==> config.mk <==
export PLATFORM = sky130hd
export DESIGN_NAME = lifo_stack_with_dump_unit
export DESIGN_NICKNAME = d
export VERILOG_FILES = /design/src/design/lsd_pkg.sv /design/src/design/lifo_stack_with_dump_unit.sv /design/src/design/lsd_dpath.sv /design/src/design/lsd_ctrl.sv
export SDC_FILE = /design/constraint.sdc
export NUM_CORES = 1
export LEC_CHECK = 0
export ABC_AREA = 0
export ABC_CLOCK_PERIOD_IN_PS = 2920
export BUFFER_PORTS_ARGS = -buffer_cell sky130_fd_sc_hd__buf_2
export CORE_MARGIN = 2
export CORE_UTILIZATION = 50
export CTS_CLUSTER_SIZE = 16
export DETAILED_ROUTE_END_ITERATION = 16
export PLACE_DENSITY_LB_ADDON = 0.25
export REMOVE_ABC_BUFFERS = 1
export SLEW_MARGIN = 5
export SYNTH_ARGS = -nofsm -noshare
export SYNTH_HDL_FRONTEND = slang
export SYNTH_SLANG_ARGS = --single-unit
==> constraint.sdc <==
create_clock -name clk -period 2.92 [get_ports clk]
set_input_delay 0.146 -clock clk [delete_from_list [all_inputs] [get_ports clk]]
set_output_delay 0.146 -clock clk [all_outputs]
set_load 0.005 [all_outputs]
==> src/design/lsd_pkg.sv <==
// ----------------------------------------------------------------------------
// lsd_pkg: shared types and codes for the LIFO stack with dump
// Opcodes, result kinds and the command/status bundles between the
// controller and the datapath.
// ----------------------------------------------------------------------------
package lsd_pkg;

  typedef enum logic [1:0] {
    OP_PUSH = 2'd0,
    OP_POP  = 2'd1,
    OP_TOP  = 2'd2,
    OP_DUMP = 2'd3
  } opcode_t;

  localparam logic [2:0] KIND_TOP   = 3'd0;
  localparam logic [2:0] KIND_ENTRY = 3'd1;
  localparam logic [2:0] KIND_END   = 3'd2;
  localparam logic [2:0] KIND_EMPTY = 3'd3;
  localparam logic [2:0] KIND_FULL  = 3'd4;

  // Controller to datapath
  typedef struct packed {
    logic       push;       // write push_value on top, grow the stack
    logic       pop;        // shrink the stack by one
    logic       rd_top;     // read the top entry
    logic       dump_init;  // load the walk pointer with the fill count
    logic       dump_step;  // read the entry below the walk pointer and step down
    logic       emit;       // load the result registers
    logic [2:0] kind;
    logic       use_rd;     // result value comes from the read data
    logic       last;
  } lsd_cmd_t;

  // Datapath to controller
  typedef struct packed {
    logic empty;
    logic full;
    logic walk_done;  // walk pointer reached the bottom
    logic pend;       // read data from a walk step is ready
  } lsd_stat_t;

endpackage

==> src/design/lifo_stack_with_dump_unit.sv <==
// ----------------------------------------------------------------------------
// lifo_stack_with_dump_unit: byte-wide LIFO stack with dump
// Push, pop, read-top and dump commands on a DEPTH-entry stack of bytes.
//
//   channel   dir  handshake              payload
//   command   in   start & !busy          opcode, push_value
//   result    out  strobe (one cycle)     kind, value, last
//
// Push and pop hold busy low. A push on a full stack, or any other
// command on an empty stack, puts its status result out on the next
// cycle. Read top is a registered memory read, then the result. Dump
// does one read per cycle from the single memory read port, then puts
// out the end marker. Each result sits on the ports in the cycle after
// the controller cycle that produces it.
// Reset (rst, synchronous) empties the stack; entry contents are not cleared.
// The receiver cannot stall: each result sits on the ports for one cycle only.
// ----------------------------------------------------------------------------
module lifo_stack_with_dump_unit import lsd_pkg::*; #(
  parameter int DEPTH = 32
) (
  input  logic       clk,
  input  logic       rst,
  input  logic       start,
  output logic       busy,
  input  logic [1:0] opcode,
  input  logic [7:0] push_value,
  output logic       strobe,
  output logic [2:0] kind,
  output logic [7:0] value,
  output logic       last
);

  lsd_cmd_t  cmd;
  lsd_stat_t stat;

  // Sequencing: decode the transaction, walk the stack for a dump
  lsd_ctrl u_ctrl (
    .clk    (clk),
    .rst    (rst),
    .start  (start),
    .opcode (opcode_t'(opcode)),
    .stat   (stat),
    .cmd    (cmd),
    .busy   (busy)
  );

  // Storage, fill count and the registered result port
  lsd_dpath #(
    .DEPTH (DEPTH)
  ) u_dpath (
    .clk        (clk),
    .rst        (rst),
    .cmd        (cmd),
    .push_value (push_value),
    .stat       (stat),
    .strobe     (strobe),
    .kind       (kind),
    .value      (value),
    .last       (last)
  );

endmodule

==> src/design/lsd_dpath.sv <==
// ----------------------------------------------------------------------------
// lsd_dpath: stack storage and result registers
// Entry memory with registered read, fill count, dump walk pointer and
// the registered result port.
// ----------------------------------------------------------------------------
module lsd_dpath import lsd_pkg::*; #(
  parameter int DEPTH = 32
) (
  input  logic       clk,
  input  logic       rst,
  input  lsd_cmd_t   cmd,
  input  logic [7:0] push_value,
  output lsd_stat_t  stat,
  output logic       strobe,
  output logic [2:0] kind,
  output logic [7:0] value,
  output logic       last
);

  localparam int CW = $clog2(DEPTH + 1);
  localparam int AW = (DEPTH > 1) ? $clog2(DEPTH) : 1;

  logic [7:0]    mem [0:DEPTH-1];
  logic [CW-1:0] fill;
  logic [CW-1:0] ptr;
  logic          pend;
  logic [7:0]    rd_data;
  logic [CW-1:0] fill_m1;
  logic [CW-1:0] ptr_m1;
  logic [AW-1:0] rd_addr;
  logic          rd_en;
  logic          walk_done;

  assign fill_m1   = fill - 1'b1;
  assign ptr_m1    = ptr - 1'b1;
  assign walk_done = (ptr == '0);
  assign rd_addr   = cmd.rd_top ? fill_m1[AW-1:0] : ptr_m1[AW-1:0];
  assign rd_en     = cmd.rd_top | (cmd.dump_step & ~walk_done);

  assign stat.empty     = (fill == '0);
  assign stat.full      = (fill == CW'(DEPTH));
  assign stat.walk_done = walk_done;
  assign stat.pend      = pend;

  always_ff @(posedge clk) begin
    if (cmd.push) begin
      mem[fill[AW-1:0]] <= push_value;
    end
    if (rd_en) begin
      rd_data <= mem[rd_addr];
    end
  end

  always_ff @(posedge clk) begin
    if (rst) begin
      fill <= '0;
      ptr  <= '0;
      pend <= 1'b0;
    end else begin
      if (cmd.push) begin
        fill <= fill + 1'b1;
      end else if (cmd.pop) begin
        fill <= fill_m1;
      end
      if (cmd.dump_init) begin
        ptr <= fill;
      end else if (cmd.dump_step && !walk_done) begin
        ptr <= ptr_m1;
      end
      pend <= cmd.dump_step & ~walk_done;
    end
  end

  always_ff @(posedge clk) begin
    if (rst) begin
      strobe <= 1'b0;
    end else begin
      strobe <= cmd.emit;
    end
  end

  always_ff @(posedge clk) begin
    if (cmd.emit) begin
      kind  <= cmd.kind;
      value <= cmd.use_rd ? rd_data : 8'd0;
      last  <= cmd.last;
    end
  end

  a_fill_bound: assert property (@(posedge clk) disable iff (rst)
    fill <= CW'(DEPTH))
    else $error("fill count above depth");

  a_no_push_full: assert property (@(posedge clk) disable iff (rst)
    cmd.push |-> !stat.full)
    else $error("push issued on a full stack");

  a_ptr_bound: assert property (@(posedge clk) disable iff (rst)
    ptr <= fill)
    else $error("walk pointer above fill count");

endmodule

==> src/design/lsd_ctrl.sv <==
// ----------------------------------------------------------------------------
// lsd_ctrl: command decode and sequencing
// Decodes an accepted transaction and drives the datapath through the
// read-top and dump sequences.
// ----------------------------------------------------------------------------
module lsd_ctrl import lsd_pkg::*; (
  input  logic      clk,
  input  logic      rst,
  input  logic      start,
  input  opcode_t   opcode,
  input  lsd_stat_t stat,
  output lsd_cmd_t  cmd,
  output logic      busy
);

  typedef enum logic [3:0] {
    S_IDLE = 4'b0001,
    S_TOP  = 4'b0010,
    S_DUMP = 4'b0100,
    S_END  = 4'b1000
  } state_t;

  state_t state;
  state_t state_next;

  assign busy = (state != S_IDLE);

  always_comb begin
    cmd        = '0;
    state_next = state;
    unique case (state)
      S_IDLE: begin
        if (start) begin
          unique case (opcode)
            OP_PUSH: begin
              if (stat.full) begin
                cmd.emit = 1'b1;
                cmd.kind = KIND_FULL;
                cmd.last = 1'b1;
              end else begin
                cmd.push = 1'b1;
              end
            end
            OP_POP, OP_TOP, OP_DUMP: begin
              if (stat.empty) begin
                cmd.emit = 1'b1;
                cmd.kind = KIND_EMPTY;
                cmd.last = 1'b1;
              end else if (opcode == OP_POP) begin
                cmd.pop = 1'b1;
              end else if (opcode == OP_TOP) begin
                cmd.rd_top = 1'b1;
                state_next = S_TOP;
              end else begin
                cmd.dump_init = 1'b1;
                state_next    = S_DUMP;
              end
            end
            default: ;
          endcase
        end
      end
      S_TOP: begin
        cmd.emit   = 1'b1;
        cmd.kind   = KIND_TOP;
        cmd.use_rd = 1'b1;
        cmd.last   = 1'b1;
        state_next = S_IDLE;
      end
      S_DUMP: begin
        cmd.dump_step = 1'b1;
        if (stat.pend) begin
          cmd.emit   = 1'b1;
          cmd.kind   = KIND_ENTRY;
          cmd.use_rd = 1'b1;
        end
        if (stat.walk_done) begin
          state_next = S_END;
        end
      end
      S_END: begin
        cmd.emit   = 1'b1;
        cmd.kind   = KIND_END;
        cmd.last   = 1'b1;
        state_next = S_IDLE;
      end
      default: begin
        state_next = S_IDLE;
      end
    endcase
  end

  always_ff @(posedge clk) begin
    if (rst) begin
      state <= S_IDLE;
    end else begin
      state <= state_next;
    end
  end

  a_busy_ends_with_result: assert property (@(posedge clk) disable iff (rst)
    $fell(busy) |-> $past(cmd.emit) && $past(cmd.last))
    else $error("sequence ended without a final result");

  a_pend_follows_step: assert property (@(posedge clk) disable iff (rst)
    stat.pend |-> state == S_DUMP)
    else $error("walk read data outside the dump sequence");

endmodule

==> flow_summary_export.csv, run 1 <==
group,metric,value,unit
finish,fillCellCount,1732,
logic_synthesis,syn_area,12200,um^2
sta,fin_ws,-0.311,ns
sta,setup_tns,-2.23,ns
cts,cts_tree,"built",
floorplan,ioPinCount,27,
min_path,min-delay-start,"start",
cts,cts.sinks,294,
logic_synthesis,ys_seq_elements,294,
worst_setup_path,rrSetupSlack,-0.31,ns
routing,num_vias,7872,
min_path,min_path_cells,2,
sta,slew_viol_final,0,
routing,vias_per_cell,5.77,
sta,fin_skew,0.00883,ns
routing,dr.pass1.iters,5,
sta,holdWs,0.0397,ns
min_path,hold_end,"u_dpath.kind[2]",
place,io_buffers,26,
grt,antenna_found_initial,0,
logic_synthesis,synth_top_area_frac,0.681,
worst_setup_path,rr_endpoint,"u_dpath.rd_data[1]",
sta,hold_violations,0,
finish,fin_nets,1040,
run_status,violations,"negative setup slack",
logic_synthesis,synth_area_leaders,"edfxtp_1, nand2_1, dfxtp_1",
min_path,holdCritPathClass,"input port to flip-flop",
grt,grt-ovfl-total,0,
finish,area_growth,27.4,%
power,p_leak,0.00540,uW
floorplan,die_h,160,um
place,globalplace.congestion,0.866,
logic_synthesis,syn-mean-instance-area,14.5,um^2
logic_synthesis,yosysSeqAreaShare,0.711,
sta,finalSetupViolCount,8,
routing,wire_per_inst,22.2,um
logic_synthesis,synth_edf_count,276,
routing,route.detailed.drc,0,
job,max_cap_viol_count,0,
sta,fmax,310,MHz
grt,grt_usage,0.239,
finish,num_antenna_cells,0,
finish,final_common_cell,"edfxtp_1",
floorplan,die_area,25600,um^2
floorplan,rows,57,
power,irDropWorstVdd,0.434,mV
logic_synthesis,yosys_most_used_dff,"edfxtp_1",
cts,clock_latency,0.56,ns
floorplan,start_util,0.505,
grt,grt_pass1_wl,46900,um
place,place_ws,-0.693,ns
run_status,status,"complete, but fails checks",
floorplan,die_width,160,um
finish,fin_area,15500,um^2
cts,cts_root_buf,"clkbuf_16",
routing,drtIter0Drc,904,
sta,finalCritPeriodShare,1.11,
grt,grt_pass1_vias,7858,
cts,numCtsBuffers,31,
floorplan,coreArea,24100,um^2
sta,period_needed,3.23,ns
worst_setup_path,start_kind,"flip-flop",
cts,cts_max_level,1,
routing,drt-total-wl,30300,um
routing,drtAntennaViolNets,0,
worst_setup_path,r2r_cells,12,
cts,clk_pin_slew_worst_paths,0.07,ns
grt,grt_max_degree,46,
worst_setup_path,arrival,3.53,ns
worst_setup_path,cp.required,3.22,ns
logic_synthesis,synth-async-reset-ratio,0,
place,dp_hpwl,19000,um
cts,cts_buffer_depth,3,
worst_setup_path,crit_type,"flip-flop to flip-flop",
finish,drive_gt1_frac,0.285,
worst_setup_path,r2r-start,"u_dpath.fill[1]",
sta,rsz0062_at_grt,"true",
logic_synthesis,ys_types,54,
place,place_area,13800,um^2
logic_synthesis,ys_warn_count,0,
sta,worstMarginPinSlew,0.782,ns
sta,maxSlewHeadroom,0.479,
logic_synthesis,yosys.area.top_type,"edfxtp_1",
worst_setup_path,cp-end-kind,"flip-flop",
finish,final_cell_mix,"edfxtp_1, buf_4, nand2_1, nor2_1, a21oi_1",
power,cellPowerDensity,676,nW/um^2
worst_setup_path,path_max_fanout,6,
logic_synthesis,netlist_instances,839,
-- cell type report --
cell class	count	area [um^2]	area share
Tap cell	324	405	0.0261
Inverter	12	45.0	0.00290
Sequential cell	294	8650	0.558
Clock inverter	23	290	0.0187
Multi-Input combinational cell	493	3730	0.241
Timing Repair Buffer	183	1590	0.103
Clock buffer	35	791	0.0510
-- per-stage QoR --
| step | power (uW) | cells | utilization |
|---|---|---|---|
| 4_1_cts | 10500 | 1363 | 0.641 |
| 5_1_grt | 10800 | 1364 | 0.643 |
| 2_1_floorplan | 5500 | 799 | - |
| 3_3_place_gp | 6230 | 1294 | 0.572 |
| 3_5_place_dp | 6240 | 1294 | 0.572 |
| 6_report | 10500 | 1364 | 0.643 |
-- synth_stat cells, types with 6 or more instances --
master and count:
and2_1 21, nand2_1 112, and2_0 13, a2111oi_0 32, a21oi_1 48, clkbuf_1 11, buf_2 20, mux2i_1 36
dfxtp_1 18, ha_1 12, xnor2_1 9, edfxtp_1 276, nor3_1 7, a211oi_1 25, a21o_1 8, a32o_1 32
xor2_1 6, inv_1 10, nand3_1 11, or4_1 8, nor2_1 61
-- logic make-up (layout without fill, tap and decap cells) --
kind of cell    Yosys count  count (layout)  synth area share
simple gates            259             259            0.0999
flops                   294             294             0.711
xor+xnor                 15              15            0.0108
buf+inv                  52             253            0.0215
fa+ha+maj                12              12            0.0123
compound gates          166             166             0.107
mux                      41              41            0.0374
-- worst max path at each step --
stage	end	depth (start not counted)	from	slack (ns)
2_1_floorplan	u_dpath.rd_data[0]	8	u_dpath.fill[0]	-1.96
3_3_place_gp	u_dpath.rd_data[4]	13	u_dpath.fill[1]	-0.71
3_5_place_dp	u_dpath.rd_data[3]	13	u_dpath.fill[1]	-0.69
4_1_cts	u_dpath.rd_data[6]	12	u_dpath.fill[1]	-0.25
5_1_grt	u_dpath.rd_data[0]	13	u_dpath.fill[1]	-0.38
6_report	u_dpath.rd_data[1]	12	u_dpath.fill[1]	-0.31
-- routing by layer --
| metal | vias up | track usage | part of all wire |
|---|---|---|---|
| met4 | 0 | 0.0807 | 0.030 |
| met1 | 3974 | 0.332 | 0.43 |
| met3 | 57 | 0.0325 | 0.057 |
| met5 | - | 0 | 0 |
| li1 | 3595 | - | - |
| met2 | 246 | 0.395 | 0.48 |
-- report_power, final --
part	internal, uW	leakage [uW]	switching, uW	total, uW
clock network	2490	0.000525	1630	4120
registers	4730	0.00264	38.8	4770
logic	698	0.00224	889	1590
total	7920	0.00540	2560	10500
-- flip-flops by register name (all words and copies together) (netlist names), 3 cells and up --
name	flops
u_dpath.value	8
u_dpath.fill	6
u_dpath.rd_data	8
u_ctrl.state	4
u_dpath.ptr	6
u_dpath.kind	3
u_dpath.mem	256
-- worst max-delay path, stage by stage, from the launching register on --
cell	delay [ns]
dfxtp_2	0.33
inv_2	0.07
ha_4	0.14
or3b_4	0.38
buf_6	0.13
o211ai_4	0.19
buf_12	0.16
mux2i_4	0.36
buf_12	0.19
buf_8	0.13
mux2i_2	0.24
a2111oi_2	0.11
or4_1	0.51
-- repair_timing --
item | CTS | global route
endpoints found under the hold margin | 14 | 0
buffers inserted | 10 | 3
resized for setup | 82 | 17
endpoints found under the setup margin | 8 | 8
pin swaps | 11 | 8
cloned | 3 | 0
hold buffers | 1 | 0
Note: power is estimated with default switching activity, not from simulation.
==> run 2: changes to the inputs <==
--- a/config.mk
+++ b/config.mk
@@ -13,7 +13,7 @@
 export CTS_CLUSTER_SIZE = 16
 export DETAILED_ROUTE_END_ITERATION = 16
 export PLACE_DENSITY_LB_ADDON = 0.25
-export REMOVE_ABC_BUFFERS = 1
+export SKIP_CTS_REPAIR_TIMING = 1
 export SLEW_MARGIN = 5
 export SYNTH_ARGS = -nofsm -noshare
 export SYNTH_HDL_FRONTEND = slang
==> flow_summary_export.csv, run 2 (synthesis results as in run 1) <==
group,metric,value,unit
run_status,status,"complete, but fails checks",
run_status,violations,"negative setup slack",
floorplan,die_area,25600,um^2
floorplan,start_util,0.505,
worst_setup_path,crit_type,"flip-flop to flip-flop",
power,irDropWorstVdd,0.503,mV
grt,grt_usage,0.229,
sta,finalCritPeriodShare,1.07,
cts,cts_max_level,1,
finish,num_antenna_cells,0,
cts,cts.sinks,294,
sta,slew_viol_final,0,
sta,hold_violations,0,
grt,grt_pass1_vias,7522,
routing,route.detailed.drc,0,
routing,drtIter0Drc,752,
routing,vias_per_cell,5.78,
worst_setup_path,crit_path_cell_trace,"inv_2 > ha_4 > or3b_4 > o211ai_4 > mux2i_4 > buf_8 > mux2i_2 > a2111oi_4 > buf_4 > or4_4",
finish,final_cell_mix,"edfxtp_1, buf_4, nand2_1, nor2_1, a21oi_1",
logic_synthesis,syn-num-nets,864,
sta,rsz0062_at_grt,"true",
floorplan,die_h,160,um
floorplan,die_width,160,um
grt,grt_pass1_wl,44700,um
place,place_area,13600,um^2
grt,antenna_found_initial,0,
worst_setup_path,slowest_stage,"or4_4",
finish,largest_reg_flops,256,
finish,area_growth,27.2,%
place,globalplace.congestion,0.860,
grt,grt-ovfl-total,0,
finish,fillCellCount,1773,
min_path,holdCritPathClass,"input port to flip-flop",
worst_setup_path,crit_buf_inv,3,
worst_setup_path,path_max_fanout,14,
sta,period_needed,3.13,ns
sta,maxSlewHeadroom,0.523,
floorplan,ioPinCount,27,
finish,drive_gt1_frac,0.298,
worst_setup_path,cpLargestDelayFamily,"simple AND/OR/NAND/NOR gates",
cts,clk_pin_slew_worst_paths,0.06,ns
grt,grt_max_degree,35,
job,max_cap_viol_count,0,
routing,drt-total-wl,31000,um
worst_setup_path,cp-end-kind,"flip-flop",
routing,wire_per_inst,22.9,um
floorplan,coreArea,24100,um^2
cts,clock_latency,0.56,ns
finish,instances_no_fill,1353,
sta,fmax,319,MHz
finish,fin_nets,1030,
power,finalPower,10400,uW
sta,fin_ws,-0.213,ns
place,io_buffers,26,
cts,cts_root_buf,"clkbuf_16",
worst_setup_path,start_kind,"flip-flop",
sta,fin_skew,0.0149,ns
cts,cts_tree,"built",
routing,drtAntennaViolNets,0,
place,dp_hpwl,19400,um
place,placed_cells,1284,
finish,final_common_cell,"edfxtp_1",
sta,worstMarginPinSlew,0.716,ns
routing,num_vias,7825,
sta,finalSetupViolCount,8,
worst_setup_path,arrival,3.43,ns
worst_setup_path,cp.required,3.22,ns
power,p_leak,0.00537,uW
cts,cts_buffer_depth,3,
routing,dr.pass1.iters,5,
power,cellPowerDensity,673,nW/um^2
cts,numCtsBuffers,30,
floorplan,rows,57,
worst_setup_path,max_stage_delay,0.41,ns
finish,fin_area,15500,um^2
run 2: cell types whose count changed in the layout (fill, tap and decap cells not counted), moves of 8 or more:
cell      change
a211oi_1     -10
buf_12        -8
buf_6         +8
a211oi_2      +9
buf_4        -11
run 2: worst paths after layout:
kind | start | to | slack (ns) | cells past startpoint
min | start | u_dpath.kind[2] | 0.009 | 2
min reg2reg | u_dpath.ptr[4] | u_dpath.ptr[4] | 0.52 | 2
max | u_dpath.fill[1] | u_dpath.rd_data[1] | -0.21 | 10
max reg2reg | u_dpath.fill[1] | u_dpath.rd_data[1] | -0.21 | 10
run 2: cell type report:
class / instances / area, um^2 / area share
flip-flops and latches: 294 / 8650 / 0.559
multi-input cells: 493 / 3820 / 0.247
repair buffers: 174 / 1490 / 0.0965
clock buffers: 35 / 769 / 0.0497
well taps: 324 / 405 / 0.0262
clock inverters: 21 / 287 / 0.0185
inverters: 12 / 46.3 / 0.00299
run 2: through the flow:
| step | TNS (ns) | util | hold WS [ns] | setup slack (ns) |
|---|---|---|---|---|
| final | -1.34 | 0.642 | 0.00860 | -0.213 |
| after global routing | -2.11 | 0.642 | 0.0126 | -0.296 |
| after CTS | -3.87 | 0.609 | -0.0604 | -0.761 |
| after detailed placement | -3.62 | 0.566 | 0.505 | -0.741 |
| after global placement | -3.46 | 0.566 | 0.494 | -0.699 |
| after floorplan | -0.191 | - | 0.215 | -0.0287 |
run 2: where the power goes:
group          leakage (uW)  internal, uW  switching [uW]
Combinational       0.00222           680             877
Clock              0.000516          2500            1600
Sequential          0.00264          4730            31.1
run 2: per-layer routing:
layer	part of all wire	wire, um	track usage	up-vias
li1	-	-	-	3568
met2	0.48	14900	0.369	294
met5	0	0	0	-
met4	0.016	504	0.0598	0
met3	0.064	1990	0.0309	42
met1	0.44	13600	0.331	3921
==> run 3: changes to the inputs <==
--- a/config.mk
+++ b/config.mk
@@ -12,6 +12,7 @@
 export CORE_UTILIZATION = 50
 export CTS_CLUSTER_SIZE = 16
 export DETAILED_ROUTE_END_ITERATION = 16
+export HOLD_SLACK_MARGIN = 0.03
 export PLACE_DENSITY_LB_ADDON = 0.25
 export SKIP_CTS_REPAIR_TIMING = 1
 export SLEW_MARGIN = 5
==> flow_summary_export.csv, run 3 (synthesis results as in run 1) <==
group,metric,value,unit
sta,finalSetupViolCount,8,
power,irDropWorstVdd,0.492,mV
grt,grt_max_degree,35,
cts,cts_max_level,1,
finish,final_cell_mix,"edfxtp_1, buf_4, nand2_1, nor2_1, a21oi_1",
floorplan,start_util,0.505,
routing,vias_per_cell,5.78,
routing,num_vias,7833,
sta,rsz0062_at_grt,"true",
finish,fin_nets,1031,
cts,cts_tree,"built",
grt,grt_usage,0.229,
grt,use_met3,0.0309,
worst_setup_path,crit_type,"flip-flop to flip-flop",
floorplan,die_width,160,um
worst_setup_path,cp-end-kind,"flip-flop",
routing,route.detailed.drc,0,
grt,grt_pass1_wl,44700,um
sta,slew_viol_final,0,
power,cellPowerDensity,672,nW/um^2
worst_setup_path,slowest_stage,"or4_4",
routing,drtIter0Drc,724,
grt,grt_pass1_vias,7522,
sta,fin_ws,-0.216,ns
min_path,holdCritPathClass,"input port to flip-flop",
finish,largest_reg_flops,256,
cts,clk_pin_slew_worst_paths,0.06,ns
cts,cts_buffer_depth,3,
finish,instances_no_fill,1355,
cts,cts_root_buf,"clkbuf_16",
sta,fmax,319,MHz
finish,register_area,8650,um^2
finish,drive_gt1_frac,0.298,
logic_synthesis,syn-num-nets,864,
grt,met1_usage,0.331,
routing,drt-total-wl,31000,um
worst_setup_path,arrival,3.44,ns
place,globalplace.congestion,0.860,
cts,clock_latency,0.56,ns
worst_setup_path,crit_buf_inv,3,
worst_setup_path,path_max_fanout,14,
worst_setup_path,crit_path_cell_trace,"inv_2 > ha_4 > or3b_4 > o211ai_4 > mux2i_4 > buf_8 > mux2i_2 > a2111oi_4 > buf_4 > or4_4",
worst_setup_path,start_kind,"flip-flop",
worst_setup_path,cp.required,3.22,ns
run_status,violations,"negative setup slack",
routing,drtAntennaViolNets,0,
finish,postLayoutCoreUtil,0.642,
grt,busiest_layer,"met2",
routing,dr.pass1.iters,5,
cts,numCtsBuffers,30,
finish,multi_input_area,3820,um^2
worst_setup_path,cpLargestDelayFamily,"simple AND/OR/NAND/NOR gates",
finish,final_common_cell,"edfxtp_1",
floorplan,rows,57,
floorplan,ioPinCount,27,
sta,hold_violations,0,
power,finalPower,10400,uW
grt,antenna_found_initial,0,
sta,maxSlewHeadroom,0.516,
floorplan,coreArea,24100,um^2
grt,grt-ovfl-total,0,
run_status,status,"complete, but fails checks",
sta,finalCritPeriodShare,1.07,
job,max_cap_viol_count,0,
grt,met2_usage,0.369,
worst_setup_path,max_stage_delay,0.41,ns
routing,wire_per_inst,22.9,um
finish,fillCellCount,1772,
sta,fin_skew,0.0172,ns
place,placed_cells,1284,
sta,period_needed,3.14,ns
cts,cts.sinks,294,
place,io_buffers,26,
power,p_leak,0.00537,uW
sta,worstMarginPinSlew,0.726,ns
finish,area_growth,27.3,%
floorplan,die_h,160,um
floorplan,die_area,25600,um^2
place,dp_hpwl,19400,um
## run 3: changes by cell type in the layout (fill, tap and decap cells not counted)
cell	delta
dlygate4sd3_1	+1
diode_2	+1
## run 3: final timing paths
check                                      from            endpoint  slack (ns)  cells after the start
worst max register to register  u_dpath.fill[1]  u_dpath.rd_data[1]       -0.22                     10
worst min-delay path              push_value[5]  u_dpath.mem[14][5]        0.14                      1
worst min register to register   u_dpath.ptr[4]      u_dpath.ptr[4]        0.52                      2
worst max-delay path            u_dpath.fill[1]  u_dpath.rd_data[1]       -0.22                     10
## run 3: layer usage
metal | part of all wire | wire, um
met2 | 0.48 | 14900
met1 | 0.44 | 13700
met4 | 0.018 | 549
met3 | 0.060 | 1850
met5 | 0 | 0
## run 3: layout make-up
cell class                 count  share of cell area
clock buffer                  35              0.0497
multi-input combinational    493               0.247
inverter                      12             0.00299
tap                          324              0.0262
antenna                        1            0.000162
timing repair buffer         175              0.0970
sequential                   294               0.559
clock inverter                21              0.0185
## run 3: metrics by stage
step	setup WS (ns)	hold slack (ns)	area, um^2	TNS (ns)
after CTS	-0.761	-0.0604	14700	-3.87
final	-0.216	0.140	15500	-1.30
after detailed placement	-0.741	0.505	13600	-3.62
after global routing	-0.294	0.178	15500	-2.10
after floorplan	-0.0287	0.215	12200	-0.191
after global placement	-0.699	0.494	13600	-3.46
## run 3: power by group
part           switching [uW]  internal [uW]  total, uW  leakage (uW)
Clock                    1590           2500       4090      0.000516
Sequential               31.2           4730       4760       0.00264
Combinational             875            681       1560       0.00222
